===== src/hdl/dxt1_pkg.sv =====
// dxt1_pkg: shared types, codes and defaults of the dxt1 texture point sampler
// depends on nothing; every other file of the sampler but dxt1_ram refers to it by scoped names

package dxt1_pkg;

  // default sizes, handed to the top level parameters
  localparam int BLOCK_MEM_DEPTH = 8192;
  localparam int MAX_LOG2_SIZE   = 8;

  // operation codes of a command word
  localparam logic OP_WRITE  = 1'b0;
  localparam logic OP_SAMPLE = 1'b1;

  // configuration register indexes
  localparam logic [1:0] CFG_LOG2_WIDTH  = 2'd0;
  localparam logic [1:0] CFG_LOG2_HEIGHT = 2'd1;
  localparam logic [1:0] CFG_MIP_COUNT   = 2'd2;

  // configuration reset values
  localparam logic [3:0] LOG2_WIDTH_RST  = 4'd8;
  localparam logic [3:0] LOG2_HEIGHT_RST = 4'd8;
  localparam logic [3:0] MIP_COUNT_RST   = 4'd1;

  // command word
  typedef struct packed {
    logic               op;
    logic [12:0]        block_addr;
    logic [63:0]        block_word;
    logic signed [15:0] tex_x;
    logic signed [15:0] tex_y;
    logic [15:0]        footprint;
  } cmd_t;

  // result word
  typedef struct packed {
    logic [9:0] red_x3;
    logic [9:0] green_x3;
    logic [9:0] blue_x3;
  } result_t;

  // configuration registers
  typedef struct packed {
    logic [3:0] log2_width;
    logic [3:0] log2_height;
    logic [3:0] mip_count;
  } cfg_t;

  // control that goes with one block memory access
  typedef struct packed {
    logic       en;
    logic       we;
    logic       sample;
    logic [3:0] texel;   // {row, column} of the texel inside its block
  } mem_ctl_t;

  // level offset table sweep
  typedef enum logic {
    SWEEP_IDLE,
    SWEEP_RUN
  } sweep_state_t;

endpackage


===== src/hdl/dxt1_palette.sv =====
// dxt1_palette: endpoint expansion, texel index pick and four-colour blend
// depends on dxt1_pkg (mem_ctl_t, result_t)

module dxt1_palette (
  input  logic                clk,
  input  logic                rst,
  input  dxt1_pkg::mem_ctl_t  ctl,
  input  logic [63:0]         rdata,
  output logic                done,
  output dxt1_pkg::result_t   result
);

  // texel position that goes with the read data
  logic       rd_sample;
  logic [3:0] rd_texel;

  always_ff @(posedge clk) begin
    if (rst) begin
      rd_sample <= 1'b0;
    end else begin
      rd_sample <= ctl.sample;
    end
  end

  always_ff @(posedge clk) begin
    if (ctl.sample) begin
      rd_texel <= ctl.texel;
    end
  end

  // expand both endpoints by shifting, then blend per channel
  logic [7:0]  e0 [3];
  logic [7:0]  e1 [3];
  logic [31:0] idx;
  logic [1:0]  sel;
  logic [9:0]  chan [3];

  always_comb begin
    e0[0] = {rdata[15:11], 3'b000};
    e0[1] = {rdata[10:5], 2'b00};
    e0[2] = {rdata[4:0], 3'b000};
    e1[0] = {rdata[31:27], 3'b000};
    e1[1] = {rdata[26:21], 2'b00};
    e1[2] = {rdata[20:16], 3'b000};
    idx   = rdata[63:32];
    sel   = idx[{rd_texel, 1'b0} +: 2];
    for (int k = 0; k < 3; k++) begin
      unique case (sel)
        2'd0:    chan[k] = 10'(e0[k]) + 10'(e0[k]) + 10'(e0[k]);
        2'd1:    chan[k] = 10'(e1[k]) + 10'(e1[k]) + 10'(e1[k]);
        2'd2:    chan[k] = 10'(e0[k]) + 10'(e0[k]) + 10'(e1[k]);
        default: chan[k] = 10'(e0[k]) + 10'(e1[k]) + 10'(e1[k]);
      endcase
    end
  end

  // result register and strobe
  always_ff @(posedge clk) begin
    if (rst) begin
      done <= 1'b0;
    end else begin
      done <= rd_sample;
    end
  end

  always_ff @(posedge clk) begin
    if (rd_sample) begin
      result.red_x3   <= chan[0];
      result.green_x3 <= chan[1];
      result.blue_x3  <= chan[2];
    end
  end

endmodule


===== config.mk =====
export PLATFORM = sky130hd
export DESIGN_NAME = dxt1_palette
export DESIGN_NICKNAME = d
export VERILOG_FILES = /design/src/hdl/dxt1_pkg.sv /design/src/hdl/dxt1_palette.sv
export SDC_FILE = /design/constraint.sdc
export NUM_CORES = 1
export LEC_CHECK = 0
export ABC_AREA = 1
export BUFFER_PORTS_ARGS = -buffer_cell sky130_fd_sc_hd__clkbuf_2
export CAP_MARGIN = 20
export CORE_MARGIN = 2
export CORE_UTILIZATION = 49
export CTS_CLUSTER_SIZE = 40
export DETAILED_ROUTE_END_ITERATION = 6
export GPL_TIMING_DRIVEN = 1
export PLACE_DENSITY = 0.8
export SKIP_CTS_REPAIR_TIMING = 1
export SLEW_MARGIN = 30
export SYNTH_ARGS = -nofsm -noshare
export SYNTH_HDL_FRONTEND = slang
export SYNTH_SLANG_ARGS = --single-unit

===== constraint.sdc =====
create_clock -name clk -period 2 [get_ports clk]
set_clock_uncertainty 0.15 [all_clocks]
set_input_delay 0.4 -clock clk [delete_from_list [all_inputs] [get_ports clk]]
set_output_delay 0.4 -clock clk [all_outputs]
set_load 0.02 [all_outputs]

* Word level (Yosys, flattened, before mapping)
Index checks and enable logic that the tools add are counted.
** Operators by class
- Muxes and demuxes :: 3
- Shift-type cells :: 1
- Reduce and logical (&&, ||, !) cells :: 1
- Eq/ne operators :: 2
- Add/sub/neg operators :: 21
** Operators by type and width (number)
- 9-bit by 8-bit adder with 10-bit output :: 9
- 10-bit one-hot mux with 3 select lines :: 3
- 8-bit by 8-bit adder with 9-bit output :: 9
- 32-bit by 6-bit indexed part select with 2-bit output :: 1
- 10-bit by 8-bit adder with 10-bit output :: 3
- 2-bit by 1-bit == test with 1-bit output (second input constant) :: 1
- 2-bit == test (second input constant) :: 1
- 2-bit logical NOT :: 1
** Storage, ports and cells
- Register bits after elaboration :: 36
- Output and inout bits :: 31
- Word-level logic and storage cells :: 34

* Logic depth before layout (Yosys ltp)
Gate-level depths: netlist (run 1).
- Depth after elaboration :: 3
- Depth in mapped cells :: 14
- Mapped depth without buffers :: 12

* Worst setup path after synthesis (run 1)
Ideal clock, no wire load.
- Path type :: input-to-reg
- Start :: input port rdata[5]
- End :: register result[17] in the netlist's numbering (data pin)
- Path buffers :: 0
- Stages on the path :: 8
- Arrival time :: 1.574 ns
- Setup slack :: 0.013 ns
- Library setup time :: 0.264 ns
- Data required time :: 1.586 ns
- Path through :: ha_1 inv_1 fa_1 o21ai_0 xnor2_1 inv_1 nand3_1 nand4_1
** RTL lines
- start: declaration :: line dxt1_palette.sv:8 : input logic [63:0] rdata,
- end: declaration :: line dxt1_palette.sv:10 : output dxt1_pkg::result_t result

==> run_results.csv, run 1 <==
group,metric,value,unit
run_status,status,"finished with violations",
run_status,violations,"setup timing",
logic_synthesis,synth_warnings,0,
route,drc_errors,0,
sta,setup_viol,22,
die,die_h,94.75,um
route,dr.first_iter.drc_count,340,
grt,grt_pass1_vias,3995,
cts,clk_pin_slew,110,ps
hold_path,hold-path-cell-count,2,
critical_path,crit_chain,"buf_6 -> clkbuf_16 -> nand2_2 -> nand2_1 -> nand2_1 -> nand3_2 -> nand3_2 -> nand2_4 -> nor2_4 -> buf_8 -> nand2_2 -> nand4_1",
critical_path,worstReg2RegEnd,"result[27]",
die,fp.dieArea,8977,um2
sta,post-route-min-period,2117,ps
sta,rsz0062_at_grt,"true",
sta,post-route-period-util,1.058,
critical_path,worstSetupStartpoint,"rd_texel[0]",
route,routed-wl-met2,5935,um
layout,multiInputGateArea,2890,um2
critical_path,cp.required,1980,ps
route,wl_per_cell,14.22,um
layout,fill_cells,648,
grt,grtUsageTotal,0.2358,
critical_path,cpLargestDelayFamily,"simple AND/OR/NAND/NOR gates",
cts,cts_made_buffers,3,
sta,slew_viol_final,0,
cts,ctsLongestPathBuffers,2,
power,sw_frac_of_total,0.4052,
logic_synthesis,seq_area_frac_synth,0.2034,
layout,num_antenna_cells,0,
grt,antenna_found_initial,0,
layout,synthToLayoutAreaGrowth,34.82,%
cts,worstSkewPairLatency,280,ps
route,drt-vias-per-instance,5.356,
critical_path,start_kind,"register",
route,routed.top_layer,"met4",
grt,grt_overflow,0,
cts,cts_tree,"built",
die,start_util,0.4986,
layout,drive_gt1_frac,0.3310,
critical_path,setup.worst_path.class,"reg -> reg",
sta,worst_slack,-116.9,ps
critical_path,endpoint_kind,"register",
critical_path,worst-path-max-fanout,7,
cts,cts_max_level,1,
critical_path,worstReg2RegStart,"rd_texel[0]",
grt,grt_first_pass_wirelength,16930,um
power,seq_power_share,0.270,
sta,hold_viol_final,0,
placement,port_buffers,93,
route,wl_met3,663,um
placement,dp_slack,-246.9,ps
die,dieWidth,94.75,um
power,ir_drop,0.0002912,V
layout,final_nets,848,
placement,dp_hpwl,8664,um
critical_path,slowest_stage,"edfxtp_1",
cts,cts_sinks,28,
job,maxCapViolCount,0,
layout,post-route-util,0.6722,
power,combPwrFrac,0.567,
die,ios,104,
layout,regArea,820.8,um2
power,netSwitchingPower,1.138,mW
placement,gp_congestion,0.9037,
power,power.internal,1.670,mW
power,powerDensity,516.2,nW/um2
power,pwr-share-clk,0.162,
grt,grt_start_max_net_pins,25,
logic_synthesis,syn_area,4035,um2
logic_synthesis,synth-seq-cells,28,
power,leakage,2.932,nW
hold_path,holdPathEnd,"rd_sample",
layout,stdcell_area,5440,um2
placement,place_area,5032,um2
route,vias,4333,
die,coreArea,8093,um2
hold_path,hold_start,"rst",
route,drt-total-wl,11510,um
route,first_pass_iters,5,
critical_path,reg2regPathDepth,12,
logic_synthesis,syn-instance-count,548,
critical_path,cp_num_buf_inv,3,
sta,max_freq,0.4724,GHz
route,met1Wirelength,4628,um
hold_path,min_path_type,"in -> reg",
cts,cts-root-buf,"clkbuf_8",
route,ant_nets,0,
die,rows,33,
logic_synthesis,synthDistinctLibCells,28,
critical_path,reg2reg_slack,-120,ps
critical_path,slowest_delay,460,ps
logic_synthesis,synth_area_per_cell,7.363,um2
critical_path,cp.arrival,2100,ps
sta,tns,-1402,ps
[state kept, by name, indices dropped and copies added, names as in the netlist]
signal	flops
result	22
rd_sample	1
rd_texel	4
done	1
[per-stage QoR]
| step | hold slack [ps] | power [mW] | std cells |
|---|---|---|---|
| final | 139.1 | 2.808 | 809 |
| after global routing | 126.7 | 3.003 | 809 |
| after CTS | 125.5 | 2.631 | 804 |
| after detailed placement | 431.3 | 2.172 | 800 |
| after global placement | 427.9 | 2.120 | 800 |
| after floorplan | 321.2 | 1.702 | 555 |
[cell usage after synthesis]
master    count  area, um2
a211oi_1      2      15.01
a21boi_0      1      7.510
a21o_1        1      7.510
a21oi_1      30      150.1
a31oi_1       1      6.260
buf_2         6      30.03
buf_4        13      97.59
buf_6         5      56.30
conb_1        1      3.750
dfxtp_1       2      40.04
edfxtp_1     26      780.8
fa_1         12      240.2
ha_1         58      725.7
inv_1        97      364.1
inv_2         3      11.26
inv_4         1      6.260
nand2_1      99      371.6
nand2_2       3      18.77
nand3_1      95      475.5
nand3b_1      2      15.01
nand4_1      24      150.1
nor2_1       11      41.29
nor2_2        1      6.260
o21ai_0      14      70.07
o21bai_1      1      7.510
or2_2         2      12.51
xnor2_1      12      105.1
xor2_1       25      219.0
[cell usage in the layout (no fill, tap or decap), types with 5 or more instances in the layout]
cell type / count
ha_1: 58
nor2_1: 11
nand2_4: 5
conb_1: 8
nand2_1: 76
nand4_1: 24
fa_1: 11
inv_1: 96
buf_4: 64
clkbuf_2: 93
xnor2_1: 12
edfxtp_1: 26
xor2_1: 25
a21oi_1: 30
o21ai_0: 13
nand2_2: 21
nand3_1: 70
buf_6: 5
nand3_2: 25
[routing by layer]
layer | vias up | track usage
met4 | 0 | 0.08454
li1 | 2114 | -
met2 | 161 | 0.4545
met1 | 2031 | 0.2644
met3 | 27 | 0.02634
met5 | - | 0
[area by class of cell]
cell class	count	share of cell area
multi-input combinational	402	0.5313
clock inverter	1	0.005520
timing repair buffer	168	0.2072
inverter	101	0.07222
tap	105	0.02415
sequential	28	0.1509
clock buffer	3	0.007590
timing repair inverter	1	0.001150
[cell families after synthesis]
group / synth area share
simple gates: 0.2704
buf+inv: 0.1402
fa+ha+maj: 0.2394
compound gates: 0.06543
xor+xnor: 0.08031
flops: 0.2034
other cells: 0.0009293
[how the worst max path moves through the flow]
stage,cells after the start,slack (ps),end
global route,13,-200,result[12]
global placement,10,-220,result[17]
floorplan,8,10,result[17]
detailed placement,10,-250,result[17]
finish,12,-120,result[27]
CTS,11,-90,result[27]
[power groups by stage]
| stage | Clock [mW] | Sequential (mW) | Combinational [mW] |
|---|---|---|---|
| floorplan | 0 | 0.839 | 0.863 |
| global placement | 0 | 0.771 | 1.35 |
| detailed placement | 0 | 0.772 | 1.40 |
| CTS | 0.465 | 0.758 | 1.41 |
| global route | 0.483 | 0.765 | 1.75 |
| finish | 0.456 | 0.759 | 1.59 |
Note: power is estimated with default switching activity, not from simulation.
==> run 2: changes to the inputs <==
- CORE_UTILIZATION: 49 -> 50
- PLACE_DENSITY: 0.8 -> 0.81
==> run_results.csv, run 2 (synthesis results as in run 1) <==
group,metric,value,unit
sta,rsz0062_at_grt,"true",
die,dieWidth,93.84,um
layout,top_regs,"result: 22 flops, rd_texel: 4 flops",
die,die_h,93.84,um
grt,grtUsageTotal,0.2392,
power,sw_frac_of_total,0.3994,
sta,max_freq,0.4705,GHz
power,pwr-share-clk,0.169,
route,ant_nets,0,
grt,antenna_found_initial,0,
layout,top_register,"result",
layout,final_cell_mix,"nand2_1, inv_1, clkbuf_2",
hold_path,min_path_type,"in -> reg",
critical_path,cp.required,1870,ps
critical_path,slowest_delay,480,ps
layout,stdcell_area,5344,um2
critical_path,worst-path-max-fanout,12,
cts,cts-root-buf,"clkbuf_8",
critical_path,endpoint_kind,"register",
route,wl_per_cell,14.18,um
critical_path,cp.arrival,1990,ps
cts,cts_tree,"built",
route,dr.first_iter.drc_count,311,
grt,grt_first_pass_wirelength,17300,um
critical_path,start_kind,"register",
sta,hold_ws,125.6,ps
route,drc_errors,0,
layout,largest_register_ffs,22,
placement,port_buffers,93,
power,ir_drop,0.0002983,V
critical_path,crit_chain,"buf_6 -> nand2_1 -> nand3_1 -> nand3_1 -> nand3_2 -> nand2_4 -> buf_4 -> nor2_4 -> buf_12 -> nand2_1 -> nand4_1",
route,drt-total-wl,11520,um
placement,dp_hpwl,8711,um
route,drt-vias-per-instance,5.289,
die,start_util,0.5195,
run_status,violations,"setup timing",
sta,post-route-period-util,1.063,
power,combPwrFrac,0.564,
placement,place_inst,797,
grt,grt_pass1_vias,4080,
route,first_pass_iters,5,
sta,slew_viol_final,0,
grt,grtUsageMet3,0.01685,
route,vias,4295,
die,rows,32,
grt,grtUsageMet1,0.2770,
job,maxCapViolCount,0,
grt,grt-busiest-layer,"met2",
sta,hold_viol_final,0,
die,coreArea,7767,um2
layout,drive_gt1_frac,0.2803,
sta,tns,-1151,ps
placement,gp_congestion,0.8652,
cts,clk_pin_slew,120,ps
power,power.internal,1.711,mW
cts,cts_sinks,28,
layout,layout_commonest_cell,"nand2_1",
power,leakage,2.910,nW
cts,ctsLongestPathBuffers,2,
cts,cts_max_level,1,
die,ios,104,
cts,worstSkewPairLatency,290,ps
layout,final_cells,812,
critical_path,cpLargestDelayFamily,"simple AND/OR/NAND/NOR gates",
grt,grt_start_max_net_pins,41,
placement,dp_slack,-439.8,ps
critical_path,setup.worst_path.class,"reg -> reg",
grt,grt_overflow,0,
grt,grtUsageMet2,0.4655,
power,netSwitchingPower,1.138,mW
layout,final_nets,854,
placement,place_area,5004,um2
die,fp.dieArea,8805,um2
critical_path,cp_num_buf_inv,3,
cts,cts_made_buffers,3,
layout,synthToLayoutAreaGrowth,32.43,%
critical_path,slowest_stage,"edfxtp_1",
layout,num_antenna_cells,0,
power,powerDensity,533.1,nW/um2
sta,setup_viol,22,
sta,worst_slack,-125.4,ps
sta,post-route-min-period,2125,ps
power,seq_power_share,0.267,
run_status,status,"finished with violations",
==> run 2: cell types whose count changed in the layout (fill, tap and decap cells not counted), moves of 2 or more <==
cell	previous run	this run
buf_4	64	71
buf_6	5	3
inv_4	3	1
nand2_1	76	99
nand2_2	21	1
nand2_4	5	2
nand3_1	70	87
nand3_2	25	8
==> run 2: cell type report <==
class                   count  area [um2]
inverters                 101       391.6
flip-flops and latches     28       820.8
clock buffers               3       41.29
clock inverters             1       30.03
repair buffers            174        1187
fillers                   622        2424
well taps                 102       127.6
multi-input cells         403        2745
==> run 2: metal layers <==
metal	share of wire	wire length [um]
met5	0	0
met4	0.018	209
met3	0.063	729
met2	0.52	5973
met1	0.40	4603
==> run 2: final timing paths <==
path,from,endpoint,slack (ps),cells past startpoint
max,rd_texel[0],result[8],-130,11
min,rst,rd_sample,130,2
max reg2reg,rd_texel[0],result[8],-130,11
min reg2reg,rd_sample,done,560,3
==> run 2: power by group through the flow <==
stage,Combinational [mW],Sequential [mW],Clock (mW)
5_1_grt,1.77,0.767,0.493
3_3_place_gp,1.32,0.773,0
6_report,1.61,0.762,0.482
4_1_cts,1.38,0.761,0.478
3_5_place_dp,1.37,0.774,0
2_1_floorplan,0.863,0.839,0
==> run 2: through the flow <==
stage               total power [mW]    util
floorplan                      1.702       -
global placement               2.093  0.6442
detailed placement             2.149  0.6442
CTS                            2.621  0.6534
global route                   3.030  0.6880
finish                         2.849  0.6880
