$ cat src/hdl/dxt1_pkg.sv
// dxt1_pkg: shared types, codes and defaults of the dxt1 texture point sampler
// depends on nothing; every other file of the sampler but dxt1_ram refers to it by scoped names

package dxt1_pkg;

  // default sizes, handed to the top level parameters
  localparam int BLOCK_MEM_DEPTH = 8192;
  localparam int MAX_LOG2_SIZE   = 8;

  // operation codes of a command word
  localparam logic OP_WRITE  = 1'b0;
  localparam logic OP_SAMPLE = 1'b1;

  // configuration register indexes
  localparam logic [1:0] CFG_LOG2_WIDTH  = 2'd0;
  localparam logic [1:0] CFG_LOG2_HEIGHT = 2'd1;
  localparam logic [1:0] CFG_MIP_COUNT   = 2'd2;

  // configuration reset values
  localparam logic [3:0] LOG2_WIDTH_RST  = 4'd8;
  localparam logic [3:0] LOG2_HEIGHT_RST = 4'd8;
  localparam logic [3:0] MIP_COUNT_RST   = 4'd1;

  // command word
  typedef struct packed {
    logic               op;
    logic [12:0]        block_addr;
    logic [63:0]        block_word;
    logic signed [15:0] tex_x;
    logic signed [15:0] tex_y;
    logic [15:0]        footprint;
  } cmd_t;

  // result word
  typedef struct packed {
    logic [9:0] red_x3;
    logic [9:0] green_x3;
    logic [9:0] blue_x3;
  } result_t;

  // configuration registers
  typedef struct packed {
    logic [3:0] log2_width;
    logic [3:0] log2_height;
    logic [3:0] mip_count;
  } cfg_t;

  // control that goes with one block memory access
  typedef struct packed {
    logic       en;
    logic       we;
    logic       sample;
    logic [3:0] texel;   // {row, column} of the texel inside its block
  } mem_ctl_t;

  // level offset table sweep
  typedef enum logic {
    SWEEP_IDLE,
    SWEEP_RUN
  } sweep_state_t;

endpackage

$ cat src/hdl/dxt1_addr.sv
// dxt1_addr: level offset table, mip selection, coordinate wrap and block address
// depends on dxt1_pkg (cfg_t, cmd_t, mem_ctl_t, sweep_state_t, op codes)

module dxt1_addr #(
  parameter int MAX_LOG2_SIZE   = dxt1_pkg::MAX_LOG2_SIZE,
  parameter int BLOCK_MEM_DEPTH = dxt1_pkg::BLOCK_MEM_DEPTH
) (
  input  logic                               clk,
  input  logic                               rst,
  input  dxt1_pkg::cfg_t                     cfg,
  input  logic                               cfg_write,
  input  logic                               accept,
  input  dxt1_pkg::cmd_t                     cmd,
  output logic                               sweep_busy,
  output dxt1_pkg::mem_ctl_t                 ctl,
  output logic [$clog2(BLOCK_MEM_DEPTH)-1:0] mem_addr,
  output logic [63:0]                        mem_wdata
);

  localparam int AddrW   = $clog2(BLOCK_MEM_DEPTH);
  localparam int LvlW    = $clog2(MAX_LOG2_SIZE + 1);
  localparam int Levels  = MAX_LOG2_SIZE + 1;
  localparam int BaseW   = 2 * MAX_LOG2_SIZE - 2;
  localparam int SumW    = BaseW + 1;
  localparam int CoordW  = 16 + MAX_LOG2_SIZE;

  // clamped configuration
  logic [LvlW-1:0] lw;
  logic [LvlW-1:0] lh;
  logic [LvlW-1:0] top_lvl;
  logic [3:0]      mc_m1;
  logic [LvlW-1:0] max_mip;

  always_comb begin
    if (cfg.log2_width < 4'd2) begin
      lw = LvlW'(2);
    end else if (cfg.log2_width > 4'(MAX_LOG2_SIZE)) begin
      lw = LvlW'(MAX_LOG2_SIZE);
    end else begin
      lw = LvlW'(cfg.log2_width);
    end
    if (cfg.log2_height < 4'd2) begin
      lh = LvlW'(2);
    end else if (cfg.log2_height > 4'(MAX_LOG2_SIZE)) begin
      lh = LvlW'(MAX_LOG2_SIZE);
    end else begin
      lh = LvlW'(cfg.log2_height);
    end
    top_lvl = (lw > lh) ? lw : lh;
    mc_m1   = (cfg.mip_count == 4'd0) ? 4'd0 : cfg.mip_count - 4'd1;
    max_mip = (5'(mc_m1) > 5'(top_lvl)) ? top_lvl : LvlW'(mc_m1);
  end

  // level offset sweep: one level per cycle after reset or a register write; a further register write restarts it
  dxt1_pkg::sweep_state_t state;
  dxt1_pkg::sweep_state_t state_next;
  logic [LvlW-1:0]  lvl;
  logic [BaseW-1:0] acc;
  logic [BaseW-1:0] base_tbl [Levels];
  logic             sweep_step;
  logic [LvlW-1:0]  sw_w;
  logic [LvlW-1:0]  sw_h;
  logic [LvlW-1:0]  bw_w;
  logic [LvlW-1:0]  bw_h;
  logic [BaseW-1:0] term;

  always_ff @(posedge clk) begin
    if (rst) begin
      state <= dxt1_pkg::SWEEP_RUN;
    end else begin
      state <= state_next;
    end
  end

  always_comb begin
    state_next = state;
    sweep_step = 1'b0;
    unique case (state)
      dxt1_pkg::SWEEP_IDLE: begin
        if (cfg_write) begin
          state_next = dxt1_pkg::SWEEP_RUN;
        end
      end
      dxt1_pkg::SWEEP_RUN: begin
        sweep_step = !cfg_write;
        if (!cfg_write && lvl == LvlW'(MAX_LOG2_SIZE)) begin
          state_next = dxt1_pkg::SWEEP_IDLE;
        end
      end
      default: state_next = dxt1_pkg::SWEEP_IDLE;
    endcase
    sweep_busy = (state == dxt1_pkg::SWEEP_RUN) || cfg_write;
  end

  // blocks in one level: blocks along each side, both powers of two
  always_comb begin
    sw_w = (lvl >= lw) ? '0 : lw - lvl;
    sw_h = (lvl >= lh) ? '0 : lh - lvl;
    bw_w = (sw_w >= LvlW'(2)) ? sw_w - LvlW'(2) : '0;
    bw_h = (sw_h >= LvlW'(2)) ? sw_h - LvlW'(2) : '0;
    term = BaseW'(1) << (5'(bw_w) + 5'(bw_h));
  end

  always_ff @(posedge clk) begin
    if (rst || cfg_write) begin
      lvl <= '0;
      acc <= '0;
    end else if (sweep_step) begin
      base_tbl[lvl] <= acc;
      acc           <= acc + term;
      lvl           <= lvl + LvlW'(1);
    end
  end

  // stage 1: command register
  logic           s1_valid;
  dxt1_pkg::cmd_t s1_cmd;

  always_ff @(posedge clk) begin
    if (rst) begin
      s1_valid <= 1'b0;
    end else begin
      s1_valid <= accept;
    end
  end

  always_ff @(posedge clk) begin
    if (accept) begin
      s1_cmd <= cmd;
    end
  end

  // stage 1 logic: mip level and wrapped level coordinates
  logic [4:0]               fp_len;
  logic [LvlW-1:0]          mip;
  logic [LvlW-1:0]          wl;
  logic [LvlW-1:0]          hl;
  logic [CoordW-1:0]        x_ext;
  logic [CoordW-1:0]        y_ext;
  logic [CoordW-1:0]        x_sh;
  logic [CoordW-1:0]        y_sh;
  logic [MAX_LOG2_SIZE-1:0] x_lvl;
  logic [MAX_LOG2_SIZE-1:0] y_lvl;

  always_comb begin
    fp_len = '0;
    for (int i = 0; i < 16; i++) begin
      if (s1_cmd.footprint[i]) begin
        fp_len = 5'(i + 1);
      end
    end
    mip   = (fp_len > 5'(max_mip)) ? max_mip : LvlW'(fp_len);
    wl    = (lw > mip) ? lw - mip : '0;
    hl    = (lh > mip) ? lh - mip : '0;
    x_ext = CoordW'(s1_cmd.tex_x);
    y_ext = CoordW'(s1_cmd.tex_y);
    x_sh  = x_ext >> mip;
    y_sh  = y_ext >> mip;
    for (int i = 0; i < MAX_LOG2_SIZE; i++) begin
      x_lvl[i] = x_sh[i] && (LvlW'(i) < wl);
      y_lvl[i] = y_sh[i] && (LvlW'(i) < hl);
    end
  end

  // stage 2 registers
  logic                     s2_valid;
  logic                     s2_op;
  logic [AddrW-1:0]         s2_waddr;
  logic [63:0]              s2_wdata;
  logic [LvlW-1:0]          s2_mip;
  logic [LvlW-1:0]          s2_wl;
  logic [MAX_LOG2_SIZE-1:0] s2_x;
  logic [MAX_LOG2_SIZE-1:0] s2_y;

  always_ff @(posedge clk) begin
    if (rst) begin
      s2_valid <= 1'b0;
    end else begin
      s2_valid <= s1_valid;
    end
  end

  always_ff @(posedge clk) begin
    if (s1_valid) begin
      s2_op    <= s1_cmd.op;
      s2_waddr <= AddrW'(s1_cmd.block_addr);
      s2_wdata <= s1_cmd.block_word;
      s2_mip   <= mip;
      s2_wl    <= wl;
      s2_x     <= x_lvl;
      s2_y     <= y_lvl;
    end
  end

  // stage 2 logic: block address inside the packed level chain
  logic [LvlW-1:0] row_log2;
  logic [SumW-1:0] row_off;
  logic [SumW-1:0] blk_sum;

  always_comb begin
    row_log2 = (s2_wl >= LvlW'(2)) ? s2_wl - LvlW'(2) : '0;
    row_off  = SumW'(s2_y >> 2) << row_log2;
    blk_sum  = SumW'(base_tbl[s2_mip]) + row_off + SumW'(s2_x >> 2);
    mem_addr = (s2_op == dxt1_pkg::OP_WRITE) ? s2_waddr : AddrW'(blk_sum);
    mem_wdata    = s2_wdata;
    ctl.en       = s2_valid;
    ctl.we       = s2_valid && (s2_op == dxt1_pkg::OP_WRITE);
    ctl.sample   = s2_valid && (s2_op == dxt1_pkg::OP_SAMPLE);
    ctl.texel    = {s2_y[1:0], s2_x[1:0]};
  end

endmodule

$ cat config.mk
export PLATFORM = sky130hd
export DESIGN_NAME = dxt1_addr
export DESIGN_NICKNAME = d
export VERILOG_FILES = /design/src/hdl/dxt1_pkg.sv /design/src/hdl/dxt1_addr.sv
export SDC_FILE = /design/constraint.sdc
export NUM_CORES = 1
export LEC_CHECK = 0
export BUFFER_PORTS_ARGS = -buffer_cell sky130_fd_sc_hd__buf_2
export CORE_MARGIN = 2
export CORE_UTILIZATION = 58
export CTS_CLUSTER_SIZE = 30
export DETAILED_ROUTE_END_ITERATION = 10
export PLACE_DENSITY = 0.78
export SYNTH_ARGS = -nofsm -noshare
export SYNTH_HDL_FRONTEND = slang
export SYNTH_SLANG_ARGS = --single-unit
$ cat constraint.sdc
create_clock -name clk -period 8.6 [get_ports clk]
set_input_delay 0.43 -clock clk [delete_from_list [all_inputs] [get_ports clk]]
set_output_delay 0.43 -clock clk [all_outputs]
set_load 0.01 [all_outputs]
# After elaboration in Yosys (flattened, before gate mapping)

Memories as Yosys holds them, arrays and structs flattened. A register that Yosys moved wholly into a read port is not among the register bits.
Cells that the tools add are included.

Register bits after elaboration: 249
Bits in writable memories: 126
Logic and storage cells: 132
Memories kept: 1

$add $sub $neg: 13
Order comparisons: 30
Equal/unequal tests: 1
Shift-type cells: 4
Multiplexer cells: 40
Bitwise logic cells: 2
Reduce and logical (&&, ||, !) cells: 23

Memories:

| memory   | depth | width | read ports | clocked after memory_dff | write ports | line            | RTL |
|---|---|---|---|---|---|---|---|
| base_tbl | 9     | 14    | 1          | 1                        | 1           | dxt1_addr.sv:59 | `logic [BaseW-1:0] base_tbl [Levels];` |

Operator list:

| cell                 | count |
|---|---|
| $mux 5               | 15 |
| $mux 4               | 16 |
| $shr 24x4->8         | 2 |
| $lt 3x4->1 const A   | 8 |
| $logic_and 1x1->1    | 19 |
| $gt 4x4->1           | 4 |
| $lt 1x4->1 const A   | 4 |
| $lt 2x4->1 const A   | 4 |
| $sub 4x4->4          | 4 |
| $add 14x14->14       | 1 |
| $shl 1x5->14 const A | 1 |
| $add 13x13->13       | 1 |
| $add 13x6->13        | 1 |
| $mux 13              | 1 |
| $shl 6x4->13         | 1 |
| $ge 4x2->1 const B   | 3 |
| $sub 4x2->4 const B  | 3 |
| $ge 4x4->1           | 2 |
| $gt 4x4->1 const B   | 2 |
| $lt 4x2->1 const B   | 2 |
| $mux 1               | 7 |
| $add 4x4->5          | 1 |
| $gt 5x4->1           | 1 |
| $add 4x1->4 const B  | 1 |
| 7 further kinds      | 9 |

# Logic depth before layout (Yosys ltp)

Depth in word-level cells: 22
Gate-level depth with buffers: 34
Mapped depth without buffers: 32

# Least setup slack after synthesis

Ideal clock, no wire load.

Path type: input to register
Start point: input cfg[5] (netlist name)
End point: register s2_x[1], data pin
Setup time: 0.275 ns
Data arrival time: 6.261 ns
Slack: 2.064 ns
Stages: 29
Path through: inv_1 a21oi_1 inv_1 ha_1 nor2b_1 o211ai_1 a31o_2 a21oi_1 a31oi_1 ha_1 a21oi_1 o21a_1 nor2_1 o21ai_0 ha_1 nor2b_1 o31ai_1 a21o_1 nor3_1 a221oi_4 inv_2 clkbuf_1 ha_1 a21oi_1 maj3_1 xnor2_1 a221oi_2 and2_1 a211oi_1

Word-level cells in the longest chain between the ends: 13
Elaborated cells on any way between the ends: 16

RTL lines:

| element                                          | line             | RTL |
|---|---|---|
| from (decl)                                      | dxt1_addr.sv:10  | `input dxt1_pkg::cfg_t cfg,` |
| $gt 4x4->1                                       | dxt1_addr.sv:44  | `end else if (cfg.log2_height > 4'(MAX_LOG2_SIZE)) begin` |
| $mux 4                                           | dxt1_addr.sv:44  |  |
| $mux 4 *                                         | dxt1_addr.sv:42  | `if (cfg.log2_height < 4'd2) begin` |
| $gt 4x4->1                                       | dxt1_addr.sv:49  | `top_lvl = (lw > lh) ? lw : lh;` |
| $mux 4 *                                         | dxt1_addr.sv:49  |  |
| $gt 4x4->1                                       | dxt1_addr.sv:51  | `max_mip = (5'(mc_m1) > 5'(top_lvl)) ? top_lvl : LvlW'(mc_m1);` |
| $mux 4 *                                         | dxt1_addr.sv:51  |  |
| $gt 5x4->1                                       | dxt1_addr.sv:152 | `mip = (fp_len > 5'(max_mip)) ? max_mip : LvlW'(fp_len);` |
| $mux 4 *                                         | dxt1_addr.sv:152 |  |
| $sub 4x4->4 / $gt 4x4->1 (equally long branches) | dxt1_addr.sv:153 | `wl = (lw > mip) ? lw - mip : '0;` |
| $mux 4                                           | dxt1_addr.sv:153 |  |
| $lt 1x4->1                                       | dxt1_addr.sv:160 | `x_lvl[i] = x_sh[i] && (LvlW'(i) < wl);` |
| $logic_and 1x1->1 *                              | dxt1_addr.sv:160 |  |
| via x_lvl[1]                                     | dxt1_addr.sv:142 | `logic [MAX_LOG2_SIZE-1:0] x_lvl;` |
| to (signal assigned)                             | dxt1_addr.sv:190 | `s2_x <= x_lvl;` |
| to (decl)                                        | dxt1_addr.sv:172 | `logic [MAX_LOG2_SIZE-1:0] s2_x;` |

Mark *: on every way through the listed nets, which the timed path passes. The rest lies on a longest branch.
A chain may end at the register's enable or synchronous reset.

# Worst setup path after layout

Start point: input cfg[7] (netlist name)
End point: register s2_x[5], data pin

Word-level cells in the longest chain between the ends: 13
Elaborated cells on any way between the ends: 16

RTL lines:

| element                                          | line |
|---|---|
| $gt 4x4->1                                       | dxt1_addr.sv:44 |
| $mux 4                                           | dxt1_addr.sv:44 |
| $mux 4 *                                         | dxt1_addr.sv:42 |
| $gt 4x4->1                                       | dxt1_addr.sv:49 |
| $mux 4 *                                         | dxt1_addr.sv:49 |
| $gt 4x4->1                                       | dxt1_addr.sv:51 |
| $mux 4 *                                         | dxt1_addr.sv:51 |
| $gt 5x4->1                                       | dxt1_addr.sv:152 |
| $mux 4 *                                         | dxt1_addr.sv:152 |
| $sub 4x4->4 / $gt 4x4->1 (equally long branches) | dxt1_addr.sv:153 |
| $mux 4                                           | dxt1_addr.sv:153 |
| $lt 3x4->1                                       | dxt1_addr.sv:160 |
| $logic_and 1x1->1 *                              | dxt1_addr.sv:160 |
| via x_lvl[5]                                     | dxt1_addr.sv:142 |

Marked as above.

==> out/qor.csv <==
metric,value,unit
largest net degree at the start of global routing,80,
port bufs,226,
Max clock buf depth,3,
sequential fraction of the synthesis area,63.7,%
worst-path maximum fanout,34,
clock-pin transition on the worst setup and hold timing paths,70,ps
P&R area growth vs syn,15.3,%
Synth Cell Area,17000,um^2
met1 Resource Use GR,28.2,%
CTS resizes,0,
Worst-Skew Late Latency,530,ps
asr flop ratio synth,0,%
mux cell area share after synthesis,9.86,%
Tmin final,7360,ps
CTS sink cnt,369,
ant diodes,0,
Site Rows,62,
hold buffers post-CTS,0,
total CTS buffers,37,
initial antenna violation count,0,
Worst R2R Setup Slack,2550,ps
post-DR wirelength/cell,19.2,um
post-synth top area cell,edfxtp_1,
final period utilization,85.5,%
Critical Path AT,7690,ps
GR Util met2,40.3,%
maximum achievable frequency,136,MHz
RSZ-0062 raised after global routing,false,
GRT Max-Usage Layer,met2,
static leakage,0.00773,uW
area share of fa/ha/maj cells after synthesis,6.49,%
Synth Flop Type,edfxtp_1,
yosys warns,0,
Syn Nets,1379,
Syn Area/Cell,14.7,um^2
CTS H-tree lvls,2,
status,completed,
Die Span Y,175,um
dpl ws,866,ps
Worst Hold Class,primary input to flip-flop,
share of cells above drive strength 1,25.6,%
Setup CP Type,primary input to flip-flop,
VDD IR max,0.196,mV
Critical Path Max Stage Delay,450,ps
fin util,68.1,%
I/O Pins,227,
first-pass GRT wire length,54100,um
Post-DRT Antenna Nets,0,
vias in the first global route,10365,
Die ar.,30700,um^2
CORE AREA,28800,um^2
Fin. Hold Viols,0,
power per cell area,266,nW/um^2
Worst Clk Skew,16.2,ps
GR Util met3,4.63,%
max-cap violations,0,
Crit path required time,8940,ps
# nets final,1608,
gr usage total,22.6,%
Reg2Reg Depth,28,
Synth Area in Compound Gates,8.42,%
share of the synthesized area in the top cell type,60.9,%
Final TNS setup,0,ps
post-synthesis simple-gate area fraction,7.03,%
Post-Synth XOR/XNOR Area,1.85,%
fin. max-slew vios,0,
Root Buffer,clkbuf_16,
Chip Width,175,um
Syn Inst Count,1159,
Rel. slew slack,32.7,%
Worst setup EP type,flip-flop,
Setup Buffers After CTS,0,
Final GP Congestion,0.847,
Final setup viols,0,
Post-Route WL,34500,um
CP max-delay cell,a21oi_1,
First DRT Iteration DRCs,641,
DR vias/cell,5.68,
Synth area leaders,"edfxtp_1 (61%), mux2i_1 (4.9%), ha_1 (4.8%)",
synth unique cells,79,
Remaining DRCs,0,
routed vias,10223,
drt pass-1 iters,5,
main combinational cell family by area after synthesis,multiplexers,
post-DP HPWL,24000,um
Startpoint Class,primary input,
register bit count reported by yosys,369,
Hold Path Cell Cnt,1,
Worst Tran Pin Value,1010,ps
Post-synth EDFFs,345,
Starting Density,59.1,%
Most common cell on crit path,a21oi_1,
CTS tree,done,
Tot Pwr,5230,uW
GRT Residual Overflow,0,
final worst-path setup slack,1240,ps
[cells in the final DEF (no fill, tap or decap), types with 5 or more instances in the layout]
cell type,synthesis,final
a31o_2,7,7
a22o_1,7,7
a211oi_1,14,14
edfxtp_1,345,345
a21oi_1,48,48
nand2_1,62,62
a21o_1,22,22
nand3_1,15,15
o21ai_0,40,40
clkbuf_16,0,37
nand2b_1,17,17
nor2b_1,17,17
xnor2_1,25,25
o21a_1,5,5
mux4_2,31,31
clkinv_2,0,7
and3_1,8,8
mux2_2,11,11
or2_2,8,8
nor3_1,19,19
buf_4,7,10
buf_2,6,225
xor2_1,11,11
nor2_1,71,71
fa_1,13,13
dfxtp_1,24,23
clkinv_1,1,13
inv_1,46,46
a31oi_1,6,6
ha_1,65,65
o211ai_1,5,5
and2_1,12,12
mux2i_1,84,84
o211a_1,5,5
[cell type report]
type / instances / area (um^2)
flip-flops and latches: 369 / 10800
repair buffers: 235 / 1200
multi-input cells: 695 / 5720
fillers: 1995 / 9170
inverters: 50 / 193
clock inverters: 28 / 238
well taps: 384 / 480
clock buffers: 39 / 933
[where the power goes]
group | internal (uW) | leakage [uW] | switching [uW]
registers | 2120 | 0.00340 | 82.0
logic | 641 | 0.00377 | 851
clock network | 860 | 0.000565 | 670
total | 3620 | 0.00773 | 1600
[state kept, by name, summed over array words and instances (netlist names), 4 cells and up, named ones only]
| name | count |
|---|---|
| s2_waddr | 13 |
| base_tbl | 117 |
| s2_mip | 4 |
| s2_wl | 4 |
| lvl | 4 |
| mem_wdata | 64 |
| s2_x | 8 |
| acc | 13 |
| s2_y | 8 |
| s1_cmd | 126 |
[stage by stage]
step | cell area (um^2) | hold WS, ps | cells
floorplan | 17000 | 400 | 1159
detailed placement | 18400 | 405 | 1733
global placement | 18400 | 401 | 1733
finish | 19600 | 63.6 | 1800
global route | 19600 | 54.3 | 1800
CTS | 19600 | 50.1 | 1800
[routing by layer]
metal  up-vias  routed length (um)
met2       329               17800
met4         0                 742
li1       4884                   -
met1      4951               13800
met3        59                2090
met5         -                   0
[cell usage after synthesis (3+ instances only)]
cell type and n:
and3_1 8, mux2i_1 84, mux2_2 11, nand3_1 15
xnor2_1 25, a21boi_0 3, a41oi_1 3, clkbuf_1 23
and2_1 12, ha_1 65, inv_1 46, buf_2 6
fa_1 13, or3_1 4, a22o_1 7, a21oi_1 48
o211a_1 5, nor3_1 19, mux4_2 31, nand3b_1 4
buf_1 4, a311oi_1 4, maj3_1 3, o211ai_1 5
edfxtp_1 345, o21ai_0 40, nand2_1 62, xor2_1 11
a31oi_1 6, nor2b_1 17, a31o_2 7, nand2b_1 17
a21o_1 22, dfxtp_1 24, o21a_1 5, a221oi_1 3
or2_2 8, buf_6 3, nand4_1 4, buf_4 7
a211oi_1 14, nor2_1 71
[logic make-up (layout without fill, tap and decap cells)]
group | Yosys count | in the layout
compound gates | 203 | 203
xor+xnor | 36 | 36
fa+ha+maj | 81 | 81
buf+inv | 95 | 352
flops | 369 | 369
mux | 127 | 127
simple gates | 248 | 248
[worst paths after layout]
check	from	end
setup / recovery	cfg[7]	s2_x[5]
hold / removal	cmd[89]	s1_cmd[89]
setup reg to reg	lvl[0]	acc[12]
hold reg to reg	s1_cmd[101]	mem_wdata[53]
[critical path, delay by kind of cell]
| kind | cells | cell delay, ps |
|---|---|---|
| compound gates | 16 | 4110 |
| fa+ha+maj | 5 | 1630 |
| buf+inv | 3 | 550 |
| simple gates | 5 | 910 |
Note: power is estimated with default switching activity, not from simulation.
